### config.mk
export PLATFORM = sky130hd
export DESIGN_NAME = api_frame_deframer
export DESIGN_NICKNAME = d
export VERILOG_FILES = /design/src/sv/afd_pkg.sv /design/src/sv/afd_apb_regs.sv /design/src/sv/afd_parser.sv /design/src/sv/api_frame_deframer.sv
export SDC_FILE = /design/constraint.sdc
export NUM_CORES = 1
export LEC_CHECK = 0
export BUFFER_PORTS_ARGS = -buffer_cell sky130_fd_sc_hd__buf_2
export CAP_MARGIN = 20
export CORE_UTILIZATION = 39
export CTS_CLUSTER_SIZE = 8
export DETAILED_ROUTE_END_ITERATION = 10
export PLACE_DENSITY = 0.72
export SYNTH_ARGS = -nofsm -noshare
export SYNTH_HDL_FRONTEND = slang
export SYNTH_HIERARCHICAL = 1
export SYNTH_SLANG_ARGS = --single-unit
### constraint.sdc
create_clock -name clk -period 3.5 [get_ports clk]
set_clock_uncertainty 0.05 [all_clocks]
set_input_delay 0.875 -clock clk [delete_from_list [all_inputs] [get_ports clk]]
set_output_delay 0.875 -clock clk [all_outputs]
set_load 0.05 [all_outputs]
### src/sv/afd_pkg.sv
// Package for the API frame deframer: status codes, framing constants and
// register map. No dependencies.
package afd_pkg;

    typedef enum logic [1:0] {
        ST_DATA    = 2'd0,
        ST_OK      = 2'd1,
        ST_BAD     = 2'd2,
        ST_TOOLONG = 2'd3
    } status_t;

    localparam logic [7:0]  START_BYTE      = 8'h7E;
    localparam logic [7:0]  SUM_BASE        = 8'hFF;
    localparam logic [15:0] MAX_LENGTH_RST  = 16'd255;

    localparam int          ADDR_W          = 3;
    localparam logic [0:0]  REG_MAX_LENGTH  = 1'b0;

endpackage

### src/sv/afd_apb_regs.sv
// APB-style register block of the API frame deframer: holds max_length.
// Depends on afd_pkg.
module afd_apb_regs
    import afd_pkg::*;
(
    input  logic              clk,
    input  logic              rst_n,
    input  logic              psel,
    input  logic              penable,
    input  logic              pwrite,
    input  logic [ADDR_W-1:0] paddr,
    input  logic [31:0]       pwdata,
    output logic [31:0]       prdata,
    output logic              pready,
    output logic [15:0]       max_length
);

    logic [15:0] max_length_reg;
    logic [15:0] max_length_next;
    logic        wr_en;
    logic [0:0]  reg_index;

    assign reg_index = paddr[ADDR_W-1:ADDR_W-1];
    assign wr_en     = psel && penable && pwrite && (reg_index == REG_MAX_LENGTH);
    assign pready    = 1'b1;
    assign max_length = max_length_reg;

    always_comb
    begin
        max_length_next = max_length_reg;
        if (wr_en)
        begin
            max_length_next = pwdata[15:0];
        end
    end

    always_comb
    begin
        case (reg_index)
            REG_MAX_LENGTH: prdata = {16'd0, max_length_reg};
            default:        prdata = 32'd0;
        endcase
    end

    always_ff @(posedge clk or negedge rst_n)
    begin
        if (!rst_n)
        begin
            max_length_reg <= MAX_LENGTH_RST;
        end
        else
        begin
            max_length_reg <= max_length_next;
        end
    end

endmodule

### src/sv/afd_parser.sv
// Frame parser of the API frame deframer: input register, framing state and
// result register. Depends on afd_pkg.
module afd_parser
    import afd_pkg::*;
(
    input  logic        clk,
    input  logic        rst_n,
    input  logic [15:0] max_length,
    input  logic        in_valid,
    output logic        in_ready,
    input  logic [7:0]  rx_byte,
    output logic        out_valid,
    input  logic        out_ready,
    output logic [7:0]  out_byte,
    output logic        is_first,
    output logic        is_last,
    output status_t     status,
    output logic [7:0]  computed_sum
);

    typedef enum logic [2:0] {
        PH_HUNT   = 3'd0,
        PH_LEN_HI = 3'd1,
        PH_LEN_LO = 3'd2,
        PH_DATA   = 3'd3,
        PH_CSUM   = 3'd4
    } phase_t;

    logic        in_valid_reg;
    logic [7:0]  in_byte_reg;

    phase_t      phase_reg,        phase_next;
    logic [15:0] frame_length_reg, frame_length_next;
    logic [15:0] bytes_seen_reg,   bytes_seen_next;
    logic [7:0]  running_sum_reg,  running_sum_next;

    logic        out_valid_reg;
    logic [7:0]  out_byte_reg;
    logic        is_first_reg;
    logic        is_last_reg;
    status_t     status_reg;
    logic [7:0]  computed_sum_reg;

    logic        res_valid;
    logic [7:0]  res_byte;
    logic        res_first;
    logic        res_last;
    status_t     res_status;
    logic [7:0]  res_sum;

    logic        advance;
    logic [15:0] len_full;
    logic [15:0] seen_inc;
    logic [7:0]  sum_inc;
    logic [7:0]  expect_sum;

    assign advance  = !out_valid_reg || out_ready;
    assign in_ready = !in_valid_reg || advance;

    assign len_full   = {frame_length_reg[15:8], in_byte_reg};
    assign seen_inc   = bytes_seen_reg + 16'd1;
    assign sum_inc    = running_sum_reg + in_byte_reg;
    assign expect_sum = SUM_BASE - running_sum_reg;

    always_comb
    begin
        phase_next        = phase_reg;
        frame_length_next = frame_length_reg;
        bytes_seen_next   = bytes_seen_reg;
        running_sum_next  = running_sum_reg;
        res_valid         = 1'b0;
        res_byte          = 8'd0;
        res_first         = 1'b0;
        res_last          = 1'b0;
        res_status        = ST_DATA;
        res_sum           = 8'd0;
        case (phase_reg)
            PH_LEN_HI:
            begin
                frame_length_next = {in_byte_reg, 8'h00};
                phase_next        = PH_LEN_LO;
            end
            PH_LEN_LO:
            begin
                frame_length_next = len_full;
                bytes_seen_next   = 16'd0;
                running_sum_next  = 8'd0;
                if (len_full > max_length)
                begin
                    phase_next = PH_HUNT;
                    res_valid  = 1'b1;
                    res_last   = 1'b1;
                    res_status = ST_TOOLONG;
                end
                else if (len_full == 16'd0)
                begin
                    phase_next = PH_CSUM;
                end
                else
                begin
                    phase_next = PH_DATA;
                end
            end
            PH_DATA:
            begin
                running_sum_next = sum_inc;
                bytes_seen_next  = seen_inc;
                if (seen_inc >= frame_length_reg)
                begin
                    phase_next = PH_CSUM;
                end
                res_valid = 1'b1;
                res_byte  = in_byte_reg;
                res_first = (bytes_seen_reg == 16'd0);
            end
            PH_CSUM:
            begin
                phase_next = PH_HUNT;
                res_valid  = 1'b1;
                res_byte   = in_byte_reg;
                res_last   = 1'b1;
                res_status = (in_byte_reg == expect_sum) ? ST_OK : ST_BAD;
                res_sum    = expect_sum;
            end
            default:
            begin
                phase_next = (in_byte_reg == START_BYTE) ? PH_LEN_HI : PH_HUNT;
            end
        endcase
    end

    always_ff @(posedge clk or negedge rst_n)
    begin
        if (!rst_n)
        begin
            in_valid_reg     <= 1'b0;
            out_valid_reg    <= 1'b0;
            phase_reg        <= PH_HUNT;
            frame_length_reg <= 16'd0;
            bytes_seen_reg   <= 16'd0;
            running_sum_reg  <= 8'd0;
        end
        else
        begin
            if (in_ready)
            begin
                in_valid_reg <= in_valid;
            end
            if (advance)
            begin
                out_valid_reg <= in_valid_reg && res_valid;
                if (in_valid_reg)
                begin
                    phase_reg        <= phase_next;
                    frame_length_reg <= frame_length_next;
                    bytes_seen_reg   <= bytes_seen_next;
                    running_sum_reg  <= running_sum_next;
                end
            end
        end
    end

    always_ff @(posedge clk)
    begin
        if (in_valid && in_ready)
        begin
            in_byte_reg <= rx_byte;
        end
        if (advance && in_valid_reg && res_valid)
        begin
            out_byte_reg     <= res_byte;
            is_first_reg     <= res_first;
            is_last_reg      <= res_last;
            status_reg       <= res_status;
            computed_sum_reg <= res_sum;
        end
    end

    assign out_valid    = out_valid_reg;
    assign out_byte     = out_byte_reg;
    assign is_first     = is_first_reg;
    assign is_last      = is_last_reg;
    assign status       = status_reg;
    assign computed_sum = computed_sum_reg;

endmodule

### src/sv/api_frame_deframer.sv
// API frame deframer, top level: register block and frame parser.
// Depends on afd_pkg, afd_apb_regs, afd_parser.
//
// Usage:
//   Input channel (in_valid/in_ready, rx_byte) takes one serial byte per
//   transfer. Bytes are dropped until a 0x7E start byte, then a 16-bit
//   big-endian length, the frame data and a checksum byte follow.
//   Output channel (out_valid/out_ready) gives one transfer per data byte
//   (is_first on the frame type) and one end transfer on the checksum byte
//   with status ok or bad and the expected sum; a length above max_length
//   gives a too-long end transfer instead and hunting restarts.
//   Throughput: one byte per cycle while the output is taken. A byte goes into
//   the input register when it is transferred and the parser logic loads its
//   result into the result register once the output can advance, which
//   raises out_valid.
//   When the receiver stalls, the result register holds and the input
//   register still takes one more byte; in_ready drops only while both are
//   full and the output is not taken.
//   Reset clears both pipeline registers, returns the parser to hunting and
//   sets max_length to 255. max_length lies at APB byte address 0; the user
//   must write it only while the block is idle, the block does not enforce it.
module api_frame_deframer
    import afd_pkg::*;
(
    input  logic              clk,
    input  logic              rst_n,
    input  logic              psel,
    input  logic              penable,
    input  logic              pwrite,
    input  logic [ADDR_W-1:0] paddr,
    input  logic [31:0]       pwdata,
    output logic [31:0]       prdata,
    output logic              pready,
    input  logic              in_valid,
    output logic              in_ready,
    input  logic [7:0]        rx_byte,
    output logic              out_valid,
    input  logic              out_ready,
    output logic [7:0]        out_byte,
    output logic              is_first,
    output logic              is_last,
    output logic [1:0]        status,
    output logic [7:0]        computed_sum
);

    logic [15:0] max_length;
    status_t     status_int;

    afd_apb_regs u_regs (
        .clk        (clk),
        .rst_n      (rst_n),
        .psel       (psel),
        .penable    (penable),
        .pwrite     (pwrite),
        .paddr      (paddr),
        .pwdata     (pwdata),
        .prdata     (prdata),
        .pready     (pready),
        .max_length (max_length)
    );

    afd_parser u_parser (
        .clk          (clk),
        .rst_n        (rst_n),
        .max_length   (max_length),
        .in_valid     (in_valid),
        .in_ready     (in_ready),
        .rx_byte      (rx_byte),
        .out_valid    (out_valid),
        .out_ready    (out_ready),
        .out_byte     (out_byte),
        .is_first     (is_first),
        .is_last      (is_last),
        .status       (status_int),
        .computed_sum (computed_sum)
    );

    assign status = status_int;

`ifndef ASSERT_OFF
    a_ready_drop_needs_stall: assert property (@(posedge clk) disable iff (!rst_n)
        !in_ready |-> (out_valid && !out_ready))
        else $error("in_ready low without a stalled output");

    a_last_has_end_status: assert property (@(posedge clk) disable iff (!rst_n)
        (out_valid && is_last) |-> (status_int != ST_DATA))
        else $error("end transfer with data status");

    a_first_is_data: assert property (@(posedge clk) disable iff (!rst_n)
        (out_valid && is_first) |-> (status_int == ST_DATA && !is_last))
        else $error("frame type flag on an end transfer");

    a_ok_matches_sum: assert property (@(posedge clk) disable iff (!rst_n)
        (out_valid && status_int == ST_OK) |-> (out_byte == computed_sum))
        else $error("checksum ok but bytes differ");
`endif

endmodule
# Word-level counts from Yosys, hierarchy flattened
# Cells that the tools add are included.
# classes
addsub	3
magnitude_cmp	2
n_eq_ne	7
mux	15
n_bitwise	2
reduce_logical	20
# ops
op	count
case mux 16 bit (2 select lines)	2
zero test 16 bit	2
adder 16 x 1 -> 16 bit, second input constant	1
>= comparator 16 bit	1
greater-than comparator 16 bit	1
two-way mux 16 bit	1
case mux 8 bit (2 select lines)	1
case mux 3 bit (4 select lines)	1
two-way mux 3 bit	3
AND reduction 3 bit	3
adder 8 bit	1
equality test 8 x 7 -> 1 bit, second input constant	1
equality test 8 bit	1
subtractor 8 bit, first input constant	1
logical AND 1 bit	7
equality test 3 x 2 -> 1 bit, second input constant	2
two-way mux 2 bit	2
case mux 1 bit (2 select lines)	2
case mux 2 bit (2 select lines)	1
AND reduction 4 bit	1
nonzero test 2 bit	2
equality test 3 x 1 -> 1 bit, second input constant	1
equality test 3 bit, second input constant	1
zero test 1 bit	2
5 further kinds	8
# word_totals
reg_bits	89
in_bits	50
out_inout_bits	55
wordCells	63

# Longest topological paths before layout
# depth
depth_word	4
mapped_depth	14
ltp_nobuf	13

# Cells and area by module
# Netlist, hierarchy kept.
# modules_own_cells
mod	n_inst	cells_each	area_per_inst_um2	seq_area_each_um2
afd_parser	1	426	4375.4	1966.9
afd_apb_regs	1	70	909.6	410.4

# Worst setup path before layout
# OpenSTA, ideal clock, no wires.
# synth_timing
path_kind	input port to flip-flop
start	input port out_ready
end	register u_parser.computed_sum_reg[0], in the netlist u_parser/computed_sum[0] (enable)
setup_ns	0.405
arrival_time_ns	2.665
t_required_ns	3.045
slack_ns	0.381
cell_stages	6
n_path_buf	2
path_cell_list	nand2b_1 -> and2_1 -> clkbuf_1 -> nand2_1 -> clkbuf_1 -> o22ai_1
# synth_between
elab_chain_len	3
# synth_rtl
element	line	text
start: declaration	api_frame_deframer.sv:38	input logic out_ready,
logical OR 1 bit	afd_parser.sv:57	assign advance = !out_valid_reg || out_ready;
logical AND 1 bit (2 in series)	afd_parser.sv:169	if (advance && in_valid_reg && res_valid)
end signal: assignment	afd_parser.sv:175	computed_sum_reg <= res_sum;
end: declaration	afd_parser.sv:42	logic [7:0] computed_sum_reg;
# No other way between the ends.
# A chain may end at the register's enable or synchronous reset.

# Worst setup path after layout
# layout_timing
start	register u_parser.bytes_seen_reg[0]
end	register u_parser.phase_reg[1]
# layout_between
elab_chain_len	4
# layout_rtl
element	line	text
start: declaration	afd_parser.sv:34	logic [15:0] bytes_seen_reg, bytes_seen_next;
start signal: assignment	afd_parser.sv:156	bytes_seen_reg <= bytes_seen_next;
adder 16 x 1 -> 16 bit	afd_parser.sv:61	assign seen_inc = bytes_seen_reg + 16'd1;
>= comparator 16 bit	afd_parser.sv:108	if (seen_inc >= frame_length_reg)
inequality test 2 x 1 -> 1 bit (no line)	--	
AND reduction 3 bit (no line)	--	
end signal: assignment	afd_parser.sv:154	phase_reg <= phase_next;
end: declaration	afd_parser.sv:32	phase_t phase_reg, phase_next;
# No other way between the ends.

==> flow_summary_export.csv <==
group,metric,value,unit
status,status,"completed",
synth,seq_area_frac_synth,0.450,
layout,final_cells,745,
floorplan,ios,105,
grt,antenna_found_initial,0,
floorplan,die_area,14000,sq um
placed_design,io_buffers,69,
clocking,h-tree-depth,3,
grt,grt_start_max_net_pins,34,
pwr,powerDensity,719,nW/um^2
placed_design,placed_cell_area,5740,sq um
grt,met2_usage,0.288,
pwr,clkPwrFrac,0.224,
floorplan,fp.dieH,118,microns
timing,slew_headroom,0.475,
clocking,ctsRootBufferMaster,"clkbuf_16",
pwr,intPower,2570,uW
synth,synth_top_cell_by_area,"dfrtp_1",
worst_setup_path,worst_ep_required_time,3680,ps
synth,yosys-top-cells-area,"dfrtp_1, edfxtp_1, ha_1",
timing,fin_crit_sh,0.944,
floorplan,coreArea,13200,sq um
layout,final_common_cell,"buf_2",
worst_setup_path,start_kind,"register",
worst_setup_path,cp_top_family,"simple AND/OR/NAND/NOR gates",
synth,synth-xor-area-share,0.0393,
routing,antenna_left,0,
timing,finalMaxSlewViolations,0,
routing,wl_per_cell,15.1,microns
timing,period_minus_slack,3300,ps
layout,fin_nets,656,
grt,grt_util_met1,0.209,
placed_design,dp.cells,729,
placed_design,dp_hpwl,8.41,mm
timing,timing.hold.ws,463,ps
grt,met3_usage,0.0444,
grt,grt.total_usage,0.170,
synth,avgSynthCellArea,10.7,sq um
grt,grt_pass1_vias,3774,
synth,synthSimpleGateAreaFrac,0.166,
synth,postSynthCellCount,496,
synth,synth_mux_area_frac,0.0412,
timing,setup_viol,0,
worst_setup_path,worstReg2RegStart,"u_parser/bytes_seen_reg[0]$_DFFE_PN0P_",
min_path,hold_path.startpoint,"u_parser/frame_length_reg[5]$_DFFE_PN0P_",
placed_design,gp_congestion,0.851,
layout,drive_gt1_frac,0.244,
worst_setup_path,crit_chain,"ha_1, nand3_1, nor2_4, and4_2, nand3_1, xnor2_1, ha_1, and4_1, nand2_1, a21o_1, o21ai_1, nand2_1, a211o_1",
synth,async_reset_ff_frac,0.685,
worst_setup_path,cp-end-kind,"register",
layout,final_area,6030,sq um
synth,yosysWarningCount,6,
worst_setup_path,cp-startpoint,"u_parser/bytes_seen_reg[0]$_DFFE_PN0P_",
pwr,fin_total_pwr,4340,uW
pwr,vdd_drop_max,0.000287,V
timing,max_freq,303,MHz
pwr,p_leak,0.00286,uW
flow_run,maxCapViolations,0,
worst_setup_path,cp_num_buf_inv,0,
routing,drc,0,
clocking,clk_latency,350,ps
worst_setup_path,critical_path.max_stage_delay,420,ps
worst_setup_path,worstPathArrival,3490,ps
synth,yosysUniqueCellTypes,64,
pwr,power.share.combinational,0.408,
layout,antennaDiodeCount,0,
worst_setup_path,path_class,"reg2reg",
floorplan,dieWidth,118,microns
synth,synth_edf_count,28,
worst_setup_path,cpMaxStageDelayCell,"dfrtp_2",
clocking,clockBufferDepth,2,
min_path,min_path_type,"reg2reg",
routing,wl,11.3,mm
clocking,numCtsBuffers,9,
timing,worstMarginPinSlew,786,ps
clocking,clock-sinks,89,
routing,num_vias,3839,
clocking,cts_hold_buf,0,
layout,layout_common_cells,"buf_2, dfrtp_1, ha_1",
synth,synthFlopType,"dfrtp_1",
layout,syn2layout_area_growth,14.2,%
pwr,p_switching,1760,uW
timing,hold_viol_final,0,
routing,viasPerCell,5.15,
timing,grt_setup_unrepaired,"false",
worst_setup_path,path_max_fanout,7,
layout,num-fill-cells,1213,
routing,first_pass_iters,4,
synth,synthAdderAreaFrac,0.101,
routing,drtIter0Drc,173,
synth,synth-compound-area-share,0.128,
synth,ys_seq_elements,89,
clocking,cts_tree,"yes",
grt,grt-busiest-layer,"met2",
synth,synth_top_family_by_area,"simple AND/OR/NAND/NOR gates",
grt,grt_pass1_wl,18.7,mm
floorplan,start_util,0.399,
synth,syn_area,5290,sq um
pwr,power_switching_share,0.407,
clocking,clk_pin_slew_worst_paths,70,ps
floorplan,placementRows,42,
timing,setup_tns,0,ps
synth,yosysTopAreaCellShare,0.251,
pwr,seqPwrFrac,0.369,
grt,grt-ovfl-total,0,
==> cells by family (layout without fill, tap and decap cells) <==
| logic type | after synthesis | in the layout |
|---|---|---|
| fa+ha+maj | 42 | 42 |
| mux | 16 | 16 |
| simple gates | 153 | 153 |
| compound gates | 100 | 100 |
| buf+inv | 72 | 130 |
| flops | 89 | 89 |
| other cells | 2 | 17 |
| xor+xnor | 22 | 22 |
==> final timing paths <==
check	end	slack, ps	cells after the start
max in group asynchronous	u_regs/max_length[3]$_DFFE_PN1P_	2130	2
min	u_parser/frame_length_reg[5]$_DFFE_PN0P_	460	1
min reg2reg	u_parser/frame_length_reg[5]$_DFFE_PN0P_	460	1
max	u_parser/phase_reg[1]$_DFFE_PN0P_	200	13
min in group asynchronous	u_parser/bytes_seen_reg[4]$_DFFE_PN0P_	560	1
max reg2reg	u_parser/phase_reg[1]$_DFFE_PN0P_	200	13
==> metal layers <==
metal  routed length (microns)  vias to the layer above
met5                         0                        -
met4                       221                        0
met3                       523                       18
met2                      5580                       92
met1                      4930                     1871
li1                          -                     1858
==> metrics by stage <==
stage           util  worst slack (ps)
3_3_place_gp   0.433               270
3_5_place_dp   0.433               178
5_1_grt        0.456              23.6
6_report       0.456               197
4_1_cts        0.455               164
2_1_floorplan      -               381
==> synthesized netlist by cell type (2+ instances only) <==
| master | count |
|---|---|
| a21o_1 | 9 |
| and3_1 | 3 |
| xor2_1 | 10 |
| mux2_4 | 10 |
| buf_6 | 6 |
| nand2b_1 | 3 |
| nor2_1 | 24 |
| nor4_1 | 8 |
| nand4_1 | 5 |
| xnor2_1 | 10 |
| dfstp_2 | 8 |
| and2b_1 | 6 |
| and4_1 | 5 |
| ha_1 | 41 |
| edfxtp_1 | 28 |
| and2_1 | 11 |
| dfrtp_1 | 53 |
| nor2b_1 | 13 |
| inv_1 | 37 |
| buf_2 | 3 |
| o21ai_0 | 35 |
| buf_4 | 18 |
| clkbuf_1 | 7 |
| mux2_2 | 6 |
| nand2_1 | 36 |
| o211ai_1 | 2 |
| xnor2_2 | 2 |
| nor3_1 | 3 |
| nand3_1 | 21 |
| a31oi_1 | 2 |
| a22o_1 | 16 |
| o31ai_1 | 5 |
| a21oi_1 | 15 |
| conb_1 | 2 |
| nand3_4 | 2 |
| a211oi_1 | 3 |
==> cell type report <==
cell class	count	area, sq um	share of cell area
clock buffer	10	229	0.0379
clock inverter	6	66.3	0.0110
inverter	37	139	0.0230
multi-input combinational	350	2580	0.428
sequential	89	2380	0.394
tap	176	220	0.0365
timing repair buffer	77	418	0.0693
==> power groups by stage <==
stage	sequential [uW]	combinational, uW	clock (uW)
2_1_floorplan	1800	1180	0
3_3_place_gp	1610	1710	0
3_5_place_dp	1620	1770	0
4_1_cts	1600	1770	990
5_1_grt	1630	1950	1030
6_report	1600	1770	970
==> timing repair <==
action,in CTS,in global routing
gates resized for setup,0,2
hold endpoints to repair,0,0
buffers inserted,0,0
endpoints found under the setup margin,0,1
No activity file was read; power rests on OpenSTA's default activity.
